==> src/sv/itv_pkg.sv <==
`default_nettype none
// ---------------------------------------------------------------------------
// itv_pkg
// Shared types and constants for the interval timer bank with windowed
// average.
// ---------------------------------------------------------------------------
package itv_pkg;

  // Payload widths
  localparam int TS_W     = 48;
  localparam int VAL_W    = 49;
  localparam int KIND_W   = 2;
  localparam int ID_W     = 4;
  localparam int STATUS_W = 2;

  // Divider: quotient bits resolved per cycle
  localparam int DIV_BITS  = 8;
  localparam int DIV_STEPS = TS_W / DIV_BITS;

  // Item kinds
  typedef enum logic [KIND_W-1:0] {
    KIND_START = 2'd0,
    KIND_END   = 2'd1,
    KIND_LAST  = 2'd2,
    KIND_AVG   = 2'd3
  } kind_t;

  // Result status codes
  localparam logic [STATUS_W-1:0] STAT_OK      = 2'd0;
  localparam logic [STATUS_W-1:0] STAT_UNKNOWN = 2'd1;
  localparam logic [STATUS_W-1:0] STAT_EMPTY   = 2'd2;

  // Sequencer states
  typedef enum logic [3:0] {
    S_IDLE,
    S_FETCH,
    S_LOOK,
    S_AVG_RD,
    S_AVG_GO,
    S_AVG_DIV,
    S_FIN_GO,
    S_FIN_DIV,
    S_RESP
  } seq_state_t;

endpackage
`default_nettype wire

==> src/sv/itv_div.sv <==
`default_nettype none
// ---------------------------------------------------------------------------
// itv_div
// Iterative unsigned divider: 48-bit dividend by a narrow divisor, restoring
// algorithm resolving DIV_BITS quotient bits per cycle.
// ---------------------------------------------------------------------------
module itv_div #(
  parameter int DVS_W = 7
) (
  input  wire                      clk,
  input  wire                      rst,
  input  wire                      start,
  input  wire [itv_pkg::TS_W-1:0]  dividend,
  input  wire [DVS_W-1:0]          divisor,
  output logic                     done,
  output logic [itv_pkg::TS_W-1:0] quotient,
  output logic [DVS_W-1:0]         remainder
);
  import itv_pkg::*;

  localparam int SC_W = $clog2(DIV_STEPS + 1);

  logic              busy;
  logic [SC_W-1:0]   step;
  logic [TS_W-1:0]   sh;
  logic [DVS_W-1:0]  rm;
  logic [DVS_W-1:0]  dvs;

  logic [TS_W-1:0]   sh_next;
  logic [DVS_W-1:0]  rm_next;
  logic [DVS_W:0]    trial;

  // One cycle's worth of restoring steps
  always_comb begin
    sh_next = sh;
    rm_next = rm;
    trial   = '0;
    for (int k = 0; k < DIV_BITS; k++) begin
      trial   = {rm_next, sh_next[TS_W-1]};
      sh_next = {sh_next[TS_W-2:0], 1'b0};
      if (trial >= {1'b0, dvs}) begin
        trial      = trial - {1'b0, dvs};
        sh_next[0] = 1'b1;
      end
      rm_next = trial[DVS_W-1:0];
    end
  end

  // Control
  always_ff @(posedge clk) begin
    if (rst) begin
      busy <= 1'b0;
      done <= 1'b0;
      step <= '0;
    end else begin
      done <= 1'b0;
      if (start) begin
        busy <= 1'b1;
        step <= '0;
      end else if (busy) begin
        step <= step + 1'b1;
        if (step == SC_W'(DIV_STEPS - 1)) begin
          busy <= 1'b0;
          done <= 1'b1;
        end
      end
    end
  end

  // Datapath: quotient bits shift in behind the dividend
  always_ff @(posedge clk) begin
    if (start) begin
      sh  <= dividend;
      rm  <= '0;
      dvs <= divisor;
    end else if (busy) begin
      sh <= sh_next;
      rm <= rm_next;
    end
  end

  assign quotient  = sh;
  assign remainder = rm;

endmodule
`default_nettype wire

==> config.mk <==
export PLATFORM = sky130hd
export DESIGN_NAME = itv_div
export DESIGN_NICKNAME = d
export VERILOG_FILES = /design/src/sv/itv_pkg.sv /design/src/sv/itv_div.sv
export SDC_FILE = /design/constraint.sdc
export NUM_CORES = 1
export LEC_CHECK = 0
export BUFFER_PORTS_ARGS = -buffer_cell sky130_fd_sc_hd__buf_2
export CORE_MARGIN = 1.5
export CORE_UTILIZATION = 45
export DETAILED_ROUTE_END_ITERATION = 6
export HOLD_SLACK_MARGIN = 0.06
export PLACE_DENSITY = 0.75
export SLEW_MARGIN = 20
export SYNTH_ARGS = -nofsm -noshare
export SYNTH_HDL_FRONTEND = slang
export SYNTH_SLANG_ARGS = --single-unit
==> constraint.sdc <==
create_clock -name clk -period 25.8 [get_ports clk]
set_input_delay 1.29 -clock clk [delete_from_list [all_inputs] [get_ports clk]]
set_output_delay 1.29 -clock clk [all_outputs]
set_load 0.005 [all_outputs]
**Word-level counts from Yosys, hierarchy flattened**

Cells that the tools add are included.

- Register bits: 67
- Output and inout bits: 56
- Word-level logic and storage cells: 50

- Add/sub/neg operators: 9
- Order comparisons: 8
- Eq/ne operators: 1
- Muxes and demuxes: 22
- Bitwise operators: 1
- Reduce and logical (&&, ||, !) cells: 3

Operators by type and width:

| operator | count |
|---|---|
| $mux 48 | 2 |
| $ge 8x7->1 | 8 |
| $mux 7 | 8 |
| $sub 7x7->7 | 8 |
| $mux 1 | 12 |
| $add 3x1->3 const B | 1 |
| $eq 3x3->1 const B | 1 |
| $reduce_or 3->1 | 1 |
| $reduce_bool 2->1 | 1 |
| $reduce_or 2->1 | 1 |
| $not 1->1 | 1 |

**Depth between registers and ports, before layout**

Gate-level depths: netlist of the first run.

- Word-level depth: 18
- Gate-level depth with buffers: 80
- Mapped depth without buffers: 76

**Least setup slack after synthesis of the first run**

No wires, ideal clock.

- Path type: register -> register
- Start: reg dvs[1]
- End: reg sh[0] (netlist: quotient[0]) (data pin)
- Library setup time: 0.260 ns
- Arrival time: 15.359 ns
- Data required time: 25.540 ns
- Setup slack: 10.182 ns
- Stages on the path, launching flop included: 74
- Cells stage by stage: edfxtp_1 > inv_1 > fa_1 > nand3_1 > a21o_1 > nand2_1 > mux2_2 > ha_1 > nor2b_4 > o31a_1 > o41ai_4 > o211ai_4 > buf_4 > mux2_2 > ha_1 > o21a_1 > o31a_1 > o311ai_2 > [... 38 more ...] > nand2b_1 > o21ai_0 > nand2b_1 > a2111oi_2 > a31o_1 > buf_6 > mux2i_1 > ha_1 > nor2b_1 > o21ai_0 > nand2b_1 > a21o_1 > a21oi_1 > o21ai_0 > a221oi_2 > buf_6 > nand2_1 > mux2_2

- Cells in the longest elaborated chain, start to end: 18

RTL lines:

| what | line | source |
|---|---|---|
| start: declaration | itv_div.sv:27 | `logic [DVS_W-1:0] dvs;` |
| start signal: assignment | itv_div.sv:75 | `dvs <= divisor;` |
| $sub 7x7->7 or $ge 8x7->1 (tied branches) | itv_div.sv:42, itv_div.sv:41 |  |
| $mux 7 | itv_div.sv:41 | `if (trial >= {1'b0, dvs}) begin` |
| $sub 7x7->7 or $ge 8x7->1 (tied branches) | itv_div.sv:42, itv_div.sv:41 |  |
| $mux 7 | itv_div.sv:41 |  |
| $sub 7x7->7 or $ge 8x7->1 (tied branches) | itv_div.sv:42, itv_div.sv:41 |  |
| $mux 7 | itv_div.sv:41 |  |
| $sub 7x7->7 or $ge 8x7->1 (tied branches) | itv_div.sv:42, itv_div.sv:41 |  |
| $mux 7 | itv_div.sv:41 |  |
| [... 2 more ...] | -- |  |
| $sub 7x7->7 or $ge 8x7->1 (tied branches) | itv_div.sv:42, itv_div.sv:41 |  |
| $mux 7 | itv_div.sv:41 |  |
| $ge 8x7->1 or $sub 7x7->7 (tied branches) | itv_div.sv:41, itv_div.sv:42 |  |
| $mux 7 | itv_div.sv:41 |  |
| $ge 8x7->1 (*) | itv_div.sv:41 |  |
| $mux 1 (*) | itv_div.sv:41 |  |
| $mux 48 (*) | itv_div.sv:76 | `end else if (busy) begin` |
| $mux 48 (*) | itv_div.sv:72 | `if (start) begin` |
| end signal: assignment | itv_div.sv:73 | `sh <= dividend;` |
| end signal: assignment | itv_div.sv:77 | `sh <= sh_next;` |
| end: declaration | itv_div.sv:25 | `logic [TS_W-1:0] sh;` |

Mark *: on every way between the ends. The rest lies on a longest branch, timed or not. The select of a mux whose other input is x is not followed.
A chain may end at the register's enable or synchronous reset.

**Worst setup path after layout of the first run**

Same ends and word-level chain as after synthesis.

==> impl_results.rst, run 1 <==
.. list-table::
   :header-rows: 1

   * - Metric
     - Value
   * - Status
     - finished, final reports clean
   * - Cell variety after synth
     - 76
   * - Kind of critical path
     - reg2reg
   * - Number of maximum-capacitance violations
     - 0
   * - Number of buffers created by CTS
     - 9
   * - Num ports
     - 114
   * - Placement row count
     - 42
   * - Total vias in the final route
     - 5,169
   * - Crit-path max cell delay
     - around 0.74 ns
   * - Die Y-Extent
     - 119.1 microns
   * - Fill count
     - 1,112
   * - Highest-count cells in the layout ignoring fill and taps
     - 113 x buf_2, 63 x mux2_2, 58 x ha_1
   * - Global-route congestion overflow total
     - 0
   * - Number of buffers between clock root and the deepest sink
     - 2
   * - Global placement routability congestion
     - slightly below 1
   * - Number of synthesized flops with an enable pin
     - 55
   * - Final Skew
     - about 0.0067 ns
   * - Count of instances resized after the clock tree is built
     - 0
   * - Total of endpoints with negative setup slack in the final report
     - 0
   * - Fraction of the mapped netlist area in compound gates
     - 17.51%
   * - Horiz. Die Dim
     - approximately 120 microns
   * - DRT iter0 DRCs
     - 351
   * - Hold buffers post-CTS
     - 0
   * - Largest family of logic cells by synthesized area
     - compound AO/OA/AOI/OAI gates
   * - Length of the first detailed-routing pass in iterations
     - 5
   * - Placeable Area
     - 0.01319 sq mm
   * - Total of warnings raised by yosys
     - 0
   * - Hold Fails Final Rpt
     - 0
   * - Count of unresolved DRC violations after routing
     - 0
   * - Worst slew slack as a fraction of its limit
     - 43.74%
   * - Clock root buffer master
     - clkbuf_16
   * - Initial Utilization
     - 45.95%
   * - CTS H-Tree Depth
     - 3
   * - Share of synthesized area occupied by flip-flops and latches
     - ~31%
   * - Post-Synth XOR/XNOR Area
     - 3.468%
   * - Setup Total Neg Slack
     - 0 ns
   * - Hold Slack
     - just over 0.5 ns
   * - Detailed-route vias per instance
     - roughly 5.8
   * - Class of the tightest hold or removal check
     - reg2reg
   * - Cell count after synthesis
     - 600
   * - Area of the mapped netlist
     - approximately 0.0061 sq mm
   * - Layout cell share with drive strength beyond 1
     - 30.06%
   * - Time the worst path needs with I/O delays and setup
     - 18.85 ns
   * - Endpoint required time on the critical path
     - 25.88 ns
   * - Critical Path Sink Type
     - register
   * - Cell repeated most along the worst path
     - o21ai_0
   * - Post-synthesis net count
     - 724
   * - Post-route clock period utilization
     - roughly 73%
   * - Total clock sinks
     - 67
   * - Fin nets
     - 832
   * - Arithmetic-cell share of the synthesized area counting full adders, half adders and majority gates
     - 14.62%
   * - Pins over their slew limit
     - 0
   * - Count of nets left with antenna violations after detail routing
     - 0
   * - Number of inserted diodes
     - 0
   * - Clk Latency, worst-skew pair
     - 0.33 ns
   * - Number of antenna violations at the first check in global routing
     - 0
   * - Simple-gate area share of the yosys netlist
     - between 10% and 20%
   * - Slowest CP cell
     - a221oi_2
   * - Slew at the pin closest to its max-slew limit
     - 0.8438 ns
   * - Avg Inst Size Synth
     - 10.10 sq um
   * - Vias in the first global route
     - 5,172
   * - Leading cell type in the layout, fill and taps excluded
     - buf_2
   * - Maximum number of pins on one net before global-route repair
     - 49
   * - Total of buffers placed on input and output ports
     - 113
   * - Startpoint types
     - register
   * - Routed length per instance
     - 18.30 microns
   * - Post-detailed-routing wire length
     - 16,250 microns
   * - Asr flop ratio synth
     - 0%
   * - Relative area change from synthesis to final layout
     - 15.67%
   * - Post CTS Setup Buffer Count
     - 0
   * - RSZ-0062 raised after global routing
     - no
   * - Predominant post-synthesis flop cell
     - edfxtp_1
   * - TritonCTS clock tree
     - yes
   * - Highest attainable clock frequency
     - 0.05306 GHz
   * - Die ar.
     - 0.01417 sq mm
   * - Multiplexer area fraction after synthesis
     - 14.57%
   * - Arrival time at the worst endpoint
     - 18.93 ns
   * - Global-route wire length before repair
     - 25,780 microns
   * - Global-route total usage across every layer
     - between 20% and 30%
   * - Placed wire-length estimate
     - roughly 12,000 microns
   * - Clock-pin slew on the worst setup and hold paths
     - roughly 0.06 ns
   * - Top fanout value on the critical path
     - 17
   * - FF+latch count, synth
     - 67
==> worst max-delay path: cells and delay by family (launching register included) <==
kind	cells	cell delay [ns]
adders and majority gates	8	2.75
AOI/OAI and AO/OA	33	8.61
buffers and inverters	2	0.44
DFF	1	0.70
and+or+nand+nor	16	2.93
muxes	9	3.15
==> metrics by stage <==
step / instance area [sq um] / utilization, % / std cells / setup WS, ns
floorplan: 6061 / - / 600 / 10.18
global placement: 6756 / 51.22 / 873 / 8.213
detailed placement: 6756 / 51.22 / 873 / 7.355
CTS: 7008 / 53.13 / 888 / 7.301
global route: 7010 / 53.15 / 888 / 5.692
finish: 7010 / 53.15 / 888 / 6.954
==> registers in the layout, summed over array words and instances (netlist names) <==
| name | flops |
|---|---|
| quotient | 48 |
| remainder | 7 |
| done | 1 |
| busy | 1 |
| dvs | 7 |
| step | 3 |
==> per-layer routing <==
layer  vias up  GRT usage (%)  share of wire [%]
met1      2439          27.84                 41
met2       228          39.60                 48
met4         0          9.111                3.0
met3        39          5.268                7.3
met5         -              0                  0
li1       2463              -                  -
==> cell usage after synthesis, drive strengths merged, types with 3 or more instances <==
cell type,count,area share [%]
mux2,65,12
ha,58,12
edfxtp,55,27
inv,47,2.9
nor2,41,2.5
nand2,29,1.8
o21ai,29,2.4
a21oi,28,2.3
nor2b,20,2.2
xnor2,17,2.5
mux2i,14,2.4
nand3,13,1.2
and3,12,1.2
dfxtp,12,4.0
buf,10,1.2
nand4,9,0.93
a21o,8,0.99
fa,8,2.6
nand2b,8,0.83
clkbuf,7,0.43
nor3b,7,0.95
o21a,7,0.87
o31a,7,1.0
xor2,7,1.0
a211oi,6,1.0
a21boi,6,0.74
a31oi,6,0.97
nor3,6,0.50
o311a,6,0.99
a2111oi,5,0.85
o211ai,5,0.85
a221o,4,0.66
and2,4,0.45
o31ai,4,0.50
a221oi,3,0.54
or3,3,0.31
==> worst paths after layout <==
kind / slack, ns / endpoint / cells after the start / startpoint
worst min-delay path: 0.50 / done$_SDFF_PP0_ / 2 / step[2]$_SDFFE_PP0P_
worst min register to register: 0.50 / done$_SDFF_PP0_ / 2 / step[2]$_SDFFE_PP0P_
worst max-delay path: 6.95 / quotient[0]$_DFFE_PP_ / 68 / dvs[1]$_DFFE_PP_
worst max register to register: 6.95 / quotient[0]$_DFFE_PP_ / 68 / dvs[1]$_DFFE_PP_
==> logic make-up after synthesis <==
group	after synthesis
compound gates	138
xor+xnor	24
fa+ha+maj	66
buf+inv	65
flops	67
mux	79
simple gates	161
==> final cells by class <==
cell class	instances	area, sq um	area share [%]
flip-flops and latches	67	1892	26.99
well taps	176	220.2	3.141
clock buffers	11	232.7	3.320
repair buffers	114	573.1	8.174
inverters	48	180.2	2.570
multi-input cells	468	3894	55.54
clock inverters	4	18.77	0.2677
Power of run 1 is left out: the tool's default activity adds up to more than one toggle a clock period on the data nets, which glitch-free logic cannot reach.
==> inputs of run 2 (changes only) <==
--- a/config.mk
+++ b/config.mk
@@ -10,7 +10,7 @@
 export CORE_UTILIZATION = 45
 export DETAILED_ROUTE_END_ITERATION = 6
 export HOLD_SLACK_MARGIN = 0.06
-export PLACE_DENSITY = 0.75
+export PLACE_DENSITY = 0.77
 export SLEW_MARGIN = 20
 export SYNTH_ARGS = -nofsm -noshare
 export SYNTH_HDL_FRONTEND = slang
==> constraint.sdc (replaced) <==
create_clock -name clk -period 16.9 [get_ports clk]
set_input_delay 0.845 -clock clk [delete_from_list [all_inputs] [get_ports clk]]
set_output_delay 0.845 -clock clk [all_outputs]
set_load 0.005 [all_outputs]
==> impl_results.rst, run 2 (synthesis results as in run 1) <==
.. list-table::
   :header-rows: 1

   * - Metric
     - Value
   * - Slew at the pin closest to its max-slew limit
     - 0.6563 ns (-0.1876 ns)
   * - Top fanout value on the critical path
     - 14 (-3)
   * - Total vias in the final route
     - 5,237 (+1.3%)
   * - Uppermost signal routing layer after detailed routing
     - met4
   * - Class of the tightest hold or removal check
     - reg2reg
   * - Post-layout utilization of the core
     - 55.65% (+2.5 points)
   * - Time the worst path needs with I/O delays and setup
     - 16.03 ns (-2.812 ns)
   * - Global-route wire length before repair
     - 25,520 microns (-1.0%)
   * - Total of endpoints with negative setup slack in the final report
     - 0 (unchanged)
   * - Routed length per instance
     - 17.96 microns (-1.9%)
   * - Die ar.
     - 0.01417 sq mm (unchanged)
   * - Critical Path Sink Type
     - register
   * - Relative area change from synthesis to final layout
     - 21.12%
   * - Maximum number of pins on one net before global-route repair
     - 49 (unchanged)
   * - Clock root buffer master
     - clkbuf_16
   * - Met2 wire length
     - 7661 microns (-2.0%)
   * - Total of buffers placed on input and output ports
     - 113 (unchanged)
   * - CTS H-Tree Depth
     - 3 (unchanged)
   * - Total clock sinks
     - 67 (unchanged)
   * - Global-route congestion overflow total
     - 0 (unchanged)
   * - Clk Latency, worst-skew pair
     - 0.34 ns (about the same)
   * - Number of buffers between clock root and the deepest sink
     - 2 (unchanged)
   * - Number of antenna violations at the first check in global routing
     - 0 (unchanged)
   * - Vias in the first global route
     - 5,088 (-1.6%)
   * - Worst slew slack as a fraction of its limit
     - 56.25% (+13 points)
   * - Status
     - finished, final reports clean
   * - Hold Fails Final Rpt
     - 0 (unchanged)
   * - Arrival time at the worst endpoint
     - 16.12 ns (-2.81 ns)
   * - Initial Utilization
     - 45.95% (unchanged)
   * - Flip-flop count of the largest register, all copies and words added
     - 48 (unchanged)
   * - Crit-path max cell delay
     - 0.46 ns (-0.28 ns)
   * - Number of maximum-capacitance violations
     - 0 (unchanged)
   * - Metal-1 WL
     - 6864 microns (+1.8%)
   * - Detailed-route vias per instance
     - 5.692 (-2.2%)
   * - Post-detailed-routing wire length
     - 16,520 microns (+1.7%)
   * - Pins over their slew limit
     - 0 (unchanged)
   * - Leading cell type in the layout, fill and taps excluded
     - buf_2
   * - Post-route design area
     - 0.007341 sq mm (+4.7%)
   * - Met3 routed wirelength
     - 1259 microns (+5.9%)
   * - Highest-count cells in the layout ignoring fill and taps
     - 113 x buf_2, 63 x mux2_2, 58 x ha_1
   * - Cell repeated most along the worst path
     - ha_1
   * - Num ports
     - 114 (unchanged)
   * - Final Skew
     - 0.003200 ns (-0.003497 ns)
   * - Pre-CTS setup slack
     - 0.2272 ns (-7.128 ns)
   * - Post-route clock period utilization
     - 94.88% (+22 points)
   * - Number of buffers created by CTS
     - 9 (unchanged)
   * - Global placement routability congestion
     - 1.003 (+3.9%)
   * - Count of unresolved DRC violations after routing
     - 0 (unchanged)
   * - Highest attainable clock frequency
     - 0.06236 GHz (+18%)
   * - Placed wire-length estimate
     - 12,260 microns (-1.0%)
   * - Placement row count
     - 42 (unchanged)
   * - Startpoint types
     - register
   * - Layout cell share with drive strength beyond 1
     - 34.41% (+4.4 points)
   * - Hold Slack
     - 0.4812 ns (-0.02331 ns)
   * - Length of the first detailed-routing pass in iterations
     - 5 (unchanged)
   * - Endpoint required time on the critical path
     - 16.99 ns (-8.89 ns)
   * - Count of nets left with antenna violations after detail routing
     - 0 (unchanged)
   * - Number of inserted diodes
     - 0 (unchanged)
   * - Fin nets
     - 863 (+3.7%)
   * - Placement Cell Area
     - 0.006869 sq mm (+1.7%)
   * - Die Y-Extent
     - 119.1 microns (unchanged)
   * - Fill count
     - 1,094 (-1.6%)
   * - TritonCTS clock tree
     - yes
   * - Horiz. Die Dim
     - 119.1 microns (unchanged)
   * - Placeable Area
     - 0.01319 sq mm (unchanged)
   * - Global-route total usage across every layer
     - 22.94% (-0.077 points)
   * - Slowest CP cell
     - fa_1
   * - Clock-pin slew on the worst setup and hold paths
     - 0.06 ns (about the same)
   * - Post-route worst setup slack
     - 0.8653 ns (-6.088 ns)
   * - Kind of critical path
     - reg2reg
   * - DRT iter0 DRCs
     - 295 (-16%)
-- run 2: per-stage QoR --
step	TNS (ns)	instances
global placement	0	888
finish	0	920
global route	-0.1697	920
detailed placement	0	888
CTS	0	904
floorplan	0	600
-- run 2: routing by layer --
metal | global-route usage, % | vias to the layer above
met5 | 0 | -
met1 | 27.79 | 2428
met4 | 11.75 | 0
met2 | 37.83 | 229
met3 | 5.651 | 41
li1 | - | 2539
-- run 2: final timing paths --
| path | start | endpoint | slack (ns) | cells past startpoint |
|---|---|---|---|---|
| min | step[2]$_SDFFE_PP0P_ | done$_SDFF_PP0_ | 0.48 | 2 |
| min reg2reg | step[2]$_SDFFE_PP0P_ | done$_SDFF_PP0_ | 0.48 | 2 |
| max reg2reg | quotient[47]$_DFFE_PP_ | quotient[0]$_DFFE_PP_ | 0.87 | 72 |
| max | quotient[47]$_DFFE_PP_ | quotient[0]$_DFFE_PP_ | 0.87 | 72 |
-- run 2: critical path: cells and delay by family, from the launching register on --
| kind | cells | cell delay, ns |
|---|---|---|
| AO/OA/AOI/OAI | 33 | 6.52 |
| adder cells (fa/ha/maj) | 9 | 2.91 |
| buffers and inverters | 8 | 1.12 |
| flip-flops | 1 | 0.42 |
| multiplexers | 9 | 2.82 |
| AND/OR/NAND/NOR | 13 | 1.97 |
-- run 2: layout make-up --
| class | instances | area [sq um] | share of cell area [%] |
|---|---|---|---|
| Timing Repair Buffer | 145 | 805.8 | 10.98 |
| Sequential cell | 67 | 1892 | 25.77 |
| Multi-Input combinational cell | 468 | 3959 | 53.93 |
| Clock buffer | 9 | 225.2 | 3.068 |
| Inverter | 48 | 180.2 | 2.454 |
| Tap cell | 176 | 220.2 | 3.000 |
| Clock inverter | 7 | 58.81 | 0.8011 |
-- run 2: timing repair --
item | in CTS | in global routing
hold buffers | 0 | 0
endpoints found under the setup margin | 0 | 8
resized for setup | 0 | 17
buffers inserted | 0 | 16
Power of run 2 is left out for the same reason.
